## config.mk

```make
export PLATFORM = sky130hd
export DESIGN_NAME = d2q9_moments_with_reduction
export DESIGN_NICKNAME = d
export VERILOG_FILES = /design/src/hw/rtl/d2q9m_pkg.sv /design/src/hw/rtl/d2q9_moments_with_reduction.sv
export SDC_FILE = /design/constraint.sdc
export NUM_CORES = 1
export LEC_CHECK = 0
export BUFFER_PORTS_ARGS = -buffer_cell sky130_fd_sc_hd__buf_2
export CAP_MARGIN = 10
export CORE_ASPECT_RATIO = 2
export CORE_UTILIZATION = 40
export CTS_CLUSTER_SIZE = 8
export DETAILED_ROUTE_END_ITERATION = 12
export GPL_ROUTABILITY_DRIVEN = 1
export RECOVER_POWER = 25
export SLEW_MARGIN = 10
export SYNTH_ARGS = -nofsm -noshare
export SYNTH_HDL_FRONTEND = slang
export SYNTH_SLANG_ARGS = --single-unit
```

## constraint.sdc

```tcl
create_clock -name clk_i -period 12.2 [get_ports clk_i]
set_clock_uncertainty 0.15 [all_clocks]
set_input_delay 0.61 -clock clk_i [delete_from_list [all_inputs] [get_ports clk_i]]
set_output_delay 0.61 -clock clk_i [all_outputs]
set_load 0.02 [all_outputs]
```

## src/hw/rtl/d2q9m_pkg.sv

```systemverilog
package d2q9m_pkg;

  localparam int unsigned FRAC_BITS = 14;

  localparam int unsigned FW   = 16;
  localparam int unsigned SW   = FW + 2;
  localparam int unsigned RW   = 20;
  localparam int unsigned VW   = 16;
  localparam int unsigned QW   = FRAC_BITS + 1;
  localparam int unsigned CW   = $clog2(QW);
  localparam int unsigned REMW = RW + 1;

  localparam logic [31:0] NEG_LIMIT = 32'd32768;
  localparam logic [31:0] POS_LIMIT = 32'd32767;

  // quotient magnitude clipped to the 16-bit signed range of its sign
  function automatic logic [VW-1:0] sat_mag(input logic [QW-1:0] q, input logic neg);
    logic [31:0] qw;
    logic [VW-1:0] res;
    qw = 32'(q);
    if (neg) begin
      res = (qw > NEG_LIMIT) ? VW'(NEG_LIMIT) : qw[VW-1:0];
    end else begin
      res = (qw > POS_LIMIT) ? VW'(POS_LIMIT) : qw[VW-1:0];
    end
    return res;
  endfunction

endpackage

```

## src/hw/rtl/d2q9_moments_with_reduction.sv

```systemverilog
// An accepted cell passes through SETUP (density, signs, remainders), DIV and FIN, where the
// result is written to the output register; the next cell is taken only after FIN. The restoring
// dividers produce one quotient bit per cycle for x and y side by side.
// A finished result waits in the output register while the next cell is taken in.
// Reset (rst_ni low, asynchronous) empties the datapath and clears the grid statistics.
module d2q9_moments_with_reduction (
  input  logic         clk_i,
  input  logic         rst_ni,
  input  logic         s_axis_tvalid_i,
  output logic         s_axis_tready_o,
  // f_rest, f_east, f_north, f_west, f_south, f_northeast, f_northwest, f_southwest,
  // f_southeast, 16 bits each
  input  logic [143:0] s_axis_tdata_i,
  input  logic         s_axis_tlast_i,   // last_cell
  output logic         m_axis_tvalid_o,
  input  logic         m_axis_tready_i,
  // density, vel_x, vel_y, density_min, density_max, peak_abs_vx, peak_abs_vy, 4 zero bits
  output logic [127:0] m_axis_tdata_o,
  output logic         m_axis_tuser_o,   // zero_density
  output logic         m_axis_tlast_o    // grid_done
);
  import d2q9m_pkg::*;

  localparam logic [1:0] ST_IDLE  = 2'd0;
  localparam logic [1:0] ST_SETUP = 2'd1;
  localparam logic [1:0] ST_DIV   = 2'd2;
  localparam logic [1:0] ST_FIN   = 2'd3;

  logic [1:0]      state_q, state_d;
  logic [CW-1:0]   cnt_q, cnt_d;
  logic            out_valid_q, out_valid_d;

  logic [FW-1:0]   f_in [9];
  logic            last_q, last_d;
  logic [SW-1:0]   px_q, px_d, nx_q, nx_d, py_q, py_d, ny_q, ny_d, rest_q, rest_d;
  logic [RW-1:0]   rho_q, rho_d;
  logic            negx_q, negx_d, negy_q, negy_d;
  logic [REMW-1:0] remx_q, remx_d, remy_q, remy_d;
  logic [QW-1:0]   qx_q, qx_d, qy_q, qy_d;

  logic [RW-1:0]   min_q, min_d, max_q, max_d;
  logic [VW-1:0]   pkx_q, pkx_d, pky_q, pky_d;
  logic            first_q, first_d;

  logic [RW-1:0]   odens_q, odens_d, omin_q, omin_d, omax_q, omax_d;
  logic [VW-1:0]   ovx_q, ovx_d, ovy_q, ovy_d, opkx_q, opkx_d, opky_q, opky_d;
  logic            ozero_q, ozero_d, olast_q, olast_d;

  logic            in_go, fin_go, zero;
  logic [REMW:0]   diffx, diffy;
  logic            gex, gey;
  logic [VW-1:0]   magx, magy;
  logic [RW-1:0]   nmin, nmax;
  logic [VW-1:0]   npkx, npky;

  always_comb begin
    for (int i = 0; i < 9; i++) begin
      f_in[i] = s_axis_tdata_i[FW*i +: FW];
    end
  end

  assign s_axis_tready_o = (state_q == ST_IDLE);
  assign in_go  = s_axis_tvalid_i && s_axis_tready_o;
  assign fin_go = (state_q == ST_FIN) && (!out_valid_q || m_axis_tready_i);
  assign zero   = (rho_q == '0);

  assign diffx = {1'b0, remx_q} - (REMW+1)'(rho_q);
  assign diffy = {1'b0, remy_q} - (REMW+1)'(rho_q);
  assign gex   = ~diffx[REMW];
  assign gey   = ~diffy[REMW];

  always_comb begin
    magx = zero ? '0 : sat_mag(qx_q, negx_q);
    magy = zero ? '0 : sat_mag(qy_q, negy_q);
    if (first_q) begin
      nmin = rho_q;
      nmax = rho_q;
      npkx = magx;
      npky = magy;
    end else begin
      nmin = (rho_q < min_q) ? rho_q : min_q;
      nmax = (rho_q > max_q) ? rho_q : max_q;
      npkx = (magx > pkx_q) ? magx : pkx_q;
      npky = (magy > pky_q) ? magy : pky_q;
    end
  end

  always_comb begin
    state_d = state_q;
    cnt_d   = cnt_q;
    last_d  = last_q;
    px_d    = px_q;
    nx_d    = nx_q;
    py_d    = py_q;
    ny_d    = ny_q;
    rest_d  = rest_q;
    rho_d   = rho_q;
    negx_d  = negx_q;
    negy_d  = negy_q;
    remx_d  = remx_q;
    remy_d  = remy_q;
    qx_d    = qx_q;
    qy_d    = qy_q;
    min_d   = min_q;
    max_d   = max_q;
    pkx_d   = pkx_q;
    pky_d   = pky_q;
    first_d = first_q;
    odens_d = odens_q;
    omin_d  = omin_q;
    omax_d  = omax_q;
    ovx_d   = ovx_q;
    ovy_d   = ovy_q;
    opkx_d  = opkx_q;
    opky_d  = opky_q;
    ozero_d = ozero_q;
    olast_d = olast_q;
    out_valid_d = out_valid_q && !m_axis_tready_i;

    unique case (state_q)
      ST_IDLE: begin
        if (in_go) begin
          last_d  = s_axis_tlast_i;
          px_d    = SW'(f_in[1]) + SW'(f_in[5]) + SW'(f_in[8]);
          nx_d    = SW'(f_in[3]) + SW'(f_in[6]) + SW'(f_in[7]);
          py_d    = SW'(f_in[2]) + SW'(f_in[5]) + SW'(f_in[6]);
          ny_d    = SW'(f_in[4]) + SW'(f_in[7]) + SW'(f_in[8]);
          rest_d  = SW'(f_in[0]) + SW'(f_in[2]) + SW'(f_in[4]);
          state_d = ST_SETUP;
        end
      end
      ST_SETUP: begin
        rho_d   = RW'(rest_q) + RW'(px_q) + RW'(nx_q);
        negx_d  = nx_q > px_q;
        negy_d  = ny_q > py_q;
        remx_d  = REMW'((nx_q > px_q) ? (nx_q - px_q) : (px_q - nx_q));
        remy_d  = REMW'((ny_q > py_q) ? (ny_q - py_q) : (py_q - ny_q));
        cnt_d   = '0;
        state_d = ST_DIV;
      end
      ST_DIV: begin
        remx_d = {(gex ? diffx[RW-1:0] : remx_q[RW-1:0]), 1'b0};
        remy_d = {(gey ? diffy[RW-1:0] : remy_q[RW-1:0]), 1'b0};
        qx_d   = {qx_q[QW-2:0], gex};
        qy_d   = {qy_q[QW-2:0], gey};
        cnt_d  = cnt_q + 1'b1;
        if (cnt_q == CW'(QW-1)) begin
          state_d = ST_FIN;
        end
      end
      ST_FIN: begin
        if (fin_go) begin
          odens_d = rho_q;
          ovx_d   = negx_q ? VW'(VW'(0) - magx) : magx;
          ovy_d   = negy_q ? VW'(VW'(0) - magy) : magy;
          omin_d  = nmin;
          omax_d  = nmax;
          opkx_d  = npkx;
          opky_d  = npky;
          ozero_d = zero;
          olast_d = last_q;
          out_valid_d = 1'b1;
          if (last_q) begin
            min_d   = '0;
            max_d   = '0;
            pkx_d   = '0;
            pky_d   = '0;
            first_d = 1'b1;
          end else begin
            min_d   = nmin;
            max_d   = nmax;
            pkx_d   = npkx;
            pky_d   = npky;
            first_d = 1'b0;
          end
          state_d = ST_IDLE;
        end
      end
      default: state_d = ST_IDLE;
    endcase
  end

  always_ff @(posedge clk_i or negedge rst_ni) begin
    if (!rst_ni) begin
      state_q     <= ST_IDLE;
      cnt_q       <= '0;
      out_valid_q <= 1'b0;
      min_q       <= '0;
      max_q       <= '0;
      pkx_q       <= '0;
      pky_q       <= '0;
      first_q     <= 1'b1;
    end else begin
      state_q     <= state_d;
      cnt_q       <= cnt_d;
      out_valid_q <= out_valid_d;
      min_q       <= min_d;
      max_q       <= max_d;
      pkx_q       <= pkx_d;
      pky_q       <= pky_d;
      first_q     <= first_d;
    end
  end

  always_ff @(posedge clk_i) begin
    last_q  <= last_d;
    px_q    <= px_d;
    nx_q    <= nx_d;
    py_q    <= py_d;
    ny_q    <= ny_d;
    rest_q  <= rest_d;
    rho_q   <= rho_d;
    negx_q  <= negx_d;
    negy_q  <= negy_d;
    remx_q  <= remx_d;
    remy_q  <= remy_d;
    qx_q    <= qx_d;
    qy_q    <= qy_d;
    odens_q <= odens_d;
    omin_q  <= omin_d;
    omax_q  <= omax_d;
    ovx_q   <= ovx_d;
    ovy_q   <= ovy_d;
    opkx_q  <= opkx_d;
    opky_q  <= opky_d;
    ozero_q <= ozero_d;
    olast_q <= olast_d;
  end

  assign m_axis_tvalid_o = out_valid_q;
  assign m_axis_tdata_o  = {4'b0000, opky_q, opkx_q, omax_q, omin_q, ovy_q, ovx_q, odens_q};
  assign m_axis_tuser_o  = ozero_q;
  assign m_axis_tlast_o  = olast_q;

  a_accept_starts: assert property (@(posedge clk_i) disable iff (!rst_ni)
    in_go |=> state_q == ST_SETUP)
    else $error("accepted cell did not start setup");

  a_div_length: assert property (@(posedge clk_i) disable iff (!rst_ni)
    (state_q == ST_DIV) && (cnt_q == CW'(QW-1)) |=> state_q == ST_FIN)
    else $error("divider did not finish after all quotient bits");

  a_zero_vel: assert property (@(posedge clk_i) disable iff (!rst_ni)
    out_valid_q && ozero_q |-> (ovx_q == '0) && (ovy_q == '0) && (odens_q == '0))
    else $error("zero density with non-zero velocity");

  a_density_range: assert property (@(posedge clk_i) disable iff (!rst_ni)
    out_valid_q |-> (omin_q <= odens_q) && (odens_q <= omax_q))
    else $error("density outside running min/max");

  a_peak_bound: assert property (@(posedge clk_i) disable iff (!rst_ni)
    out_valid_q |-> (opkx_q >= (ovx_q[VW-1] ? VW'(VW'(0) - ovx_q) : ovx_q)) &&
                    (opky_q >= (ovy_q[VW-1] ? VW'(VW'(0) - ovy_q) : ovy_q)))
    else $error("velocity magnitude exceeds running peak");

endmodule

```

======== Word-level counts from Yosys, hierarchy flattened ========
Cells that the tools add are included.
operators by class
  $add $sub $neg .......................... 21
  $lt $le $gt $ge ......................... 6
  equal/unequal tests ..................... 7
  mux-type cells .......................... 30
  bitwise gates (word level) .............. 2
  reductions and logical operators ........ 12
operators by type and width
  cell                                                                 number
  20-bit 2-to-1 mux                                                    8
  16-bit 2-to-1 mux                                                    8
  17-bit by 16-bit adder with 18-bit output                            5
  16-bit by 16-bit adder with 17-bit output                            5
  21-bit case mux with 2 select lines                                  2
  18-bit by 18-bit subtractor with 19-bit output                       4
  21-bit by 20-bit subtractor with 22-bit output                       2
  21-bit 2-to-1 mux                                                    2
  18-bit greater-than comparator                                       2
  15-bit by 16-bit greater-than comparator with 1-bit output           2
  1-bit by 15-bit subtractor with 16-bit output, first input constant  2
  15-bit 2-to-1 mux                                                    2
  19-bit by 18-bit adder with 20-bit output                            1
  20-bit greater-than comparator                                       1
  20-bit zero test                                                     1
  20-bit < comparator                                                  1
  18-bit by 18-bit adder with 19-bit output                            1
  2-bit case mux with 4 select lines                                   1
  4-bit case mux with 2 select lines                                   1
  2-bit 2-to-1 mux                                                     3
  4-bit by 1-bit adder with 4-bit output, second input constant        1
  2-bit == test, second input constant                                 2
  4-bit == test, second input constant                                 1
  2-bit != test, second input constant                                 2
  other kinds (11)                                                     18
storage, ports and cells
  flip-flop bits (word level) ............. 391
  bits of input ports ..................... 149
  logic and storage cells ................. 108

======== Depth between registers and ports, before layout ========
  depth in word-level cells ............... 6
  mapped depth ............................ 21

======== Worst setup path after synthesis ========
Ideal clock, no wire load.
  kind .................................... input to register
  start ................................... input m_axis_tready_i
  end ..................................... register olast_q, in the netlist m_axis_tlast_o, enable pin
  library setup time ...................... 539 ps
  data arrival time ....................... 4565 ps
  data required time ...................... 11511 ps
  slack ................................... 6946 ps
  stages .................................. 4
  buffers on the path ..................... 1
  cells stage by stage .................... nand2b_1 nand2_1 inv_1 clkbuf_1
between the ends
  longest elaborated chain between the ends .. 3
ends and longest elaborated chain
  what                                  line                                text
  from (decl)                           d2q9_moments_with_reduction.sv:16   input logic m_axis_tready_i,
  1-bit logical OR                      d2q9_moments_with_reduction.sv:64   assign fin_go = (state_q == ST_FIN) && (!out_valid_q || m_axis_tready_i);
  1-bit logical AND                     d2q9_moments_with_reduction.sv:64
  2-bit AND reduction (no source line)  n/a
  to (signal assigned)                  d2q9_moments_with_reduction.sv:227  olast_q <= olast_d;
  to (decl)                             d2q9_moments_with_reduction.sv:47   logic ozero_q, ozero_d, olast_q, olast_d;
No other way between the ends.
A chain may end at the register's enable or synchronous reset.

======== Worst setup path in the final report ========
  start ................................... register rho_q[3]
  end ..................................... register pky_q[1]
between the ends
  longest elaborated chain between the ends .. 6
ends and longest elaborated chain
  what                                                        line                                text
  from (decl)                                                 d2q9_moments_with_reduction.sv:36   logic [RW-1:0] rho_q, rho_d;
  from (signal assigned)                                      d2q9_moments_with_reduction.sv:212  rho_q <= rho_d;
  20-bit zero test *                                          d2q9_moments_with_reduction.sv:65   assign zero = (rho_q == '0);
  15-bit 2-to-1 mux *                                         d2q9_moments_with_reduction.sv:74   magy = zero ? '0 : sat_mag(qy_q, negy_q);
  15-bit by 16-bit greater-than comparator with 1-bit output  d2q9_moments_with_reduction.sv:84   npky = (magy > pky_q) ? magy : pky_q;
  16-bit 2-to-1 mux                                           d2q9_moments_with_reduction.sv:84
  16-bit 2-to-1 mux *                                         d2q9_moments_with_reduction.sv:75   if (first_q) begin
  16-bit 2-to-1 mux *                                         d2q9_moments_with_reduction.sv:163  if (last_q) begin
  to (signal assigned)                                        d2q9_moments_with_reduction.sv:200  pky_q <= pky_d;
  to (decl)                                                   d2q9_moments_with_reduction.sv:42   logic [VW-1:0] pkx_q, pkx_d, pky_q, pky_d;
Every way passes the cells marked *; elsewhere a longest branch is shown, timed or not.

==> impl_metrics.tcl <==
set metrics [dict create \
    drive_above_1_share_pct 10.8 \
    clockRootBuffer "clkbuf_16" \
    ys_seq_elements 391 \
    p_leak_nw 13.6 \
    yosys_warnings 0 \
    startpoint_type "flip-flop" \
    cap_viol_max_count 4 \
    cp-end-kind "flip-flop" \
    drv_slew 158 \
    critPathKind "reg2reg" \
    top_layer_used "met4" \
    synthTopCellsByArea "edfxtp_1 33%, ha_1 13%, fa_1 7.8%, dfrtp_1 7.0%, inv_1 3.8%" \
    synth_ff_type "edfxtp_1" \
    p_seq_share_pct 28.5 \
    powerDensity_nw_per_um2 300 \
    post_cts_buffers 0 \
    ctsResizeCount 0 \
    synth_top_area_share_pct 33.2 \
    cp.required_ns 12.58 \
    reg2reg_slack_ns 6.71 \
    yosysSeqAreaShare_pct 40.4 \
    clock.fmax_mhz 182 \
    grt_pass1_wl_um 123000 \
    power_mw 9.54 \
    wirelength_um 79700 \
    rsz0062_at_grt "no" \
    fp.dieW_um 189 \
    initial_core_util_pct 40.4 \
    peakVddDrop_uv 134 \
    holdCritStartpoint "s_axis_tlast_i" \
    core_area_sq_um 69600 \
    final_nets 3470 \
    vias 20973 \
    async_reset_ff_share_pct 20.5 \
    startpoint "rho_q[3]$_DFFE_PN_" \
    numCtsBuffers 54 \
    clkPwrFrac_pct 14.7 \
    synth_area_leader_cell "edfxtp_1" \
    wl_met2_um 44300 \
    antenna-diode-count 0 \
    clock_sinks 391 \
    die_h_um 377 \
    final_cell_mix "311 x edfxtp_1, 282 x inv_1, 280 x ha_1" \
    combPwrFrac_pct 56.7 \
    setup_tns_ns 0 \
    routedLengthMet1_um 27800 \
    gp_congestion 0.924 \
    dieArea_sq_um 71400 \
    finalCriticalPeriod_ns 5.49 \
    p_int_mw 5.20 \
    holdBufCountCts 1 \
    grt_max_degree 103 \
    grt_use_total_pct 22.5 \
    antenna_left 0 \
    wl_per_cell_um 20.6 \
    ioPinCount 281 \
    cts_tree "built" \
    portBuffers 276 \
    switching_power_mw 4.34 \
    syn2layout_area_growth_pct 13.2 \
    arrival_ns 5.88 \
    drc 0 \
    finalHoldViolCount 0 \
    drt_iter0_markers 997 \
    swShare_pct 45.5 \
    status "finished, violations left" \
    syn_avg_cell_area_sq_um 10.6 \
    r2r-start "rho_q[3]$_DFFE_PN_" \
    postSynthCellCount 2661 \
    viasPerCell 5.42 \
    worstPathMaxFanout 37 \
    cts_buffer_depth 3 \
    wl_met3_um 2810 \
    layout_commonest_cell "edfxtp_1" \
    rows 137 \
    drt_pass1_iterations 5 \
    violations "capacitance limit, slew limit" \
    htree_levels 2 \
    grt_pass1_vias 22390 \
    insertion_delay_ns 0.61 \
    netlist_area_sq_um 28100 \
    worst_hold_path_type "in2reg" \
    setup_viol 0 \
    cts.clk_slew.worst_paths_ns 0.05 \
    overflow 0 \
    synth_edf_count 311 \
    layout_worst_path_cycle_share_pct 45.0 \
    antenna_found_initial 0 \
    worst_pin_slew_ns 3.67 \
    dpl.hpwl_um 64300 \
    slew-limit-headroom_pct -145 \
    synth.distinct_cells 95 \
]
[flip-flops by register name, indices dropped and copies added (netlist names), 20 cells and up]
| register | count |
|---|---|
| remx_q | 21 |
| remy_q | 21 |
| max_q | 20 |
| min_q | 20 |
| odens_q | 20 |
| omax_q | 20 |
| omin_q | 20 |
| rho_q | 20 |
[final cells by class]
type	count	area, sq um
Clock buffer	88	1480
Clock inverter	3	58.8
Fill cell	6674	37800
Inverter	286	1080
Multi-Input combinational cell	1905	15400
Sequential cell	391	11300
Tap cell	903	1130
Timing Repair Buffer	292	1380
[worst paths after layout]
check                                         end  cells past startpoint
hold reg to reg                qx_q[13]$_DFFE_PP_                      0
setup / recovery             pky_q[1]$_DFFE_PN0P_                     14
min in group asynchronous   pky_q[15]$_DFFE_PN0P_                      2
hold / removal                   last_q$_DFFE_PP_                      1
max in group asynchronous  state_q[1]$_DFFE_PN0P_                      3
setup reg to reg             pky_q[1]$_DFFE_PN0P_                     14
[routing by layer]
layer	global-route usage [%]	vias to the layer above
met5	0	-
met4	13.1	0
met3	2.08	203
li1	-	10083
met2	44.9	676
met1	21.7	10011
[Yosys cell counts (16+ instances only)]
cell type	number
ha_1	281
a31oi_1	16
mux2i_1	50
a21o_1	80
dfrtp_1	79
xnor2_1	89
and3_1	20
edfxtp_1	311
o22ai_1	18
mux2_2	16
nand2_1	179
and2_1	33
o21ai_1	22
clkbuf_1	47
or3_1	23
nand3_1	42
a211oi_1	21
a21oi_1	138
nor3_1	52
inv_1	283
nor2_1	132
a22o_1	59
a21boi_0	16
nand2b_1	27
fa_1	110
o21a_1	25
o21ai_0	159
nor2b_1	41
xor2_1	55
[worst max-delay path, stage by stage, from the launching register on]
cell       delay (ns)
edfxtp_1         0.49
nor4_1           0.59
nand3_1          0.15
or2_2            0.58
and2_1           0.34
ha_1             0.33
a21o_1           0.19
a21o_1           0.16
a21oi_1          0.15
o21ai_1          0.10
a2111oi_0        0.42
a31o_2           0.30
inv_2            0.22
o21ai_1          0.98
a22o_1           0.26
[kinds of logic after synthesis]
group                    after synthesis  synth area share (%)
flip-flops                           391                  40.4
buffers and inverters                368                  5.25
multiplexers                          66                  2.42
XOR/XNOR                             144                  4.49
AO/OA/AOI/OAI                        701                  16.8
other                                  1                0.0133
AND/OR/NAND/NOR                      599                  10.4
adder cells (fa/ha/maj)              391                  20.3
[power by group through the flow]
stage	registers, mW	logic, mW	clock network (mW)
2_1_floorplan	2.77	3.74	0
3_3_place_gp	2.72	5.32	0
3_5_place_dp	2.73	5.43	0
4_1_cts	2.71	5.45	1.44
5_1_grt	2.78	5.98	1.48
6_report	2.72	5.41	1.40
[metrics by stage]
| step | utilization (%) | cells | setup slack, ns | instance area, sq um | hold slack [ns] |
|---|---|---|---|---|---|
| final | 45.7 | 3868 | 6.71 | 31800 | 0.108 |
| after global routing | 45.7 | 3868 | 6.03 | 31800 | 0.120 |
| after CTS | 45.9 | 3868 | 6.73 | 32000 | 0.0505 |
| after detailed placement | 43.7 | 3776 | 6.80 | 30400 | 0.309 |
| after global placement | 43.7 | 3776 | 6.82 | 30400 | 0.321 |
| after floorplan | - | 2664 | 6.95 | 28100 | 0.164 |
Note: power is estimated with default switching activity, not from simulation.
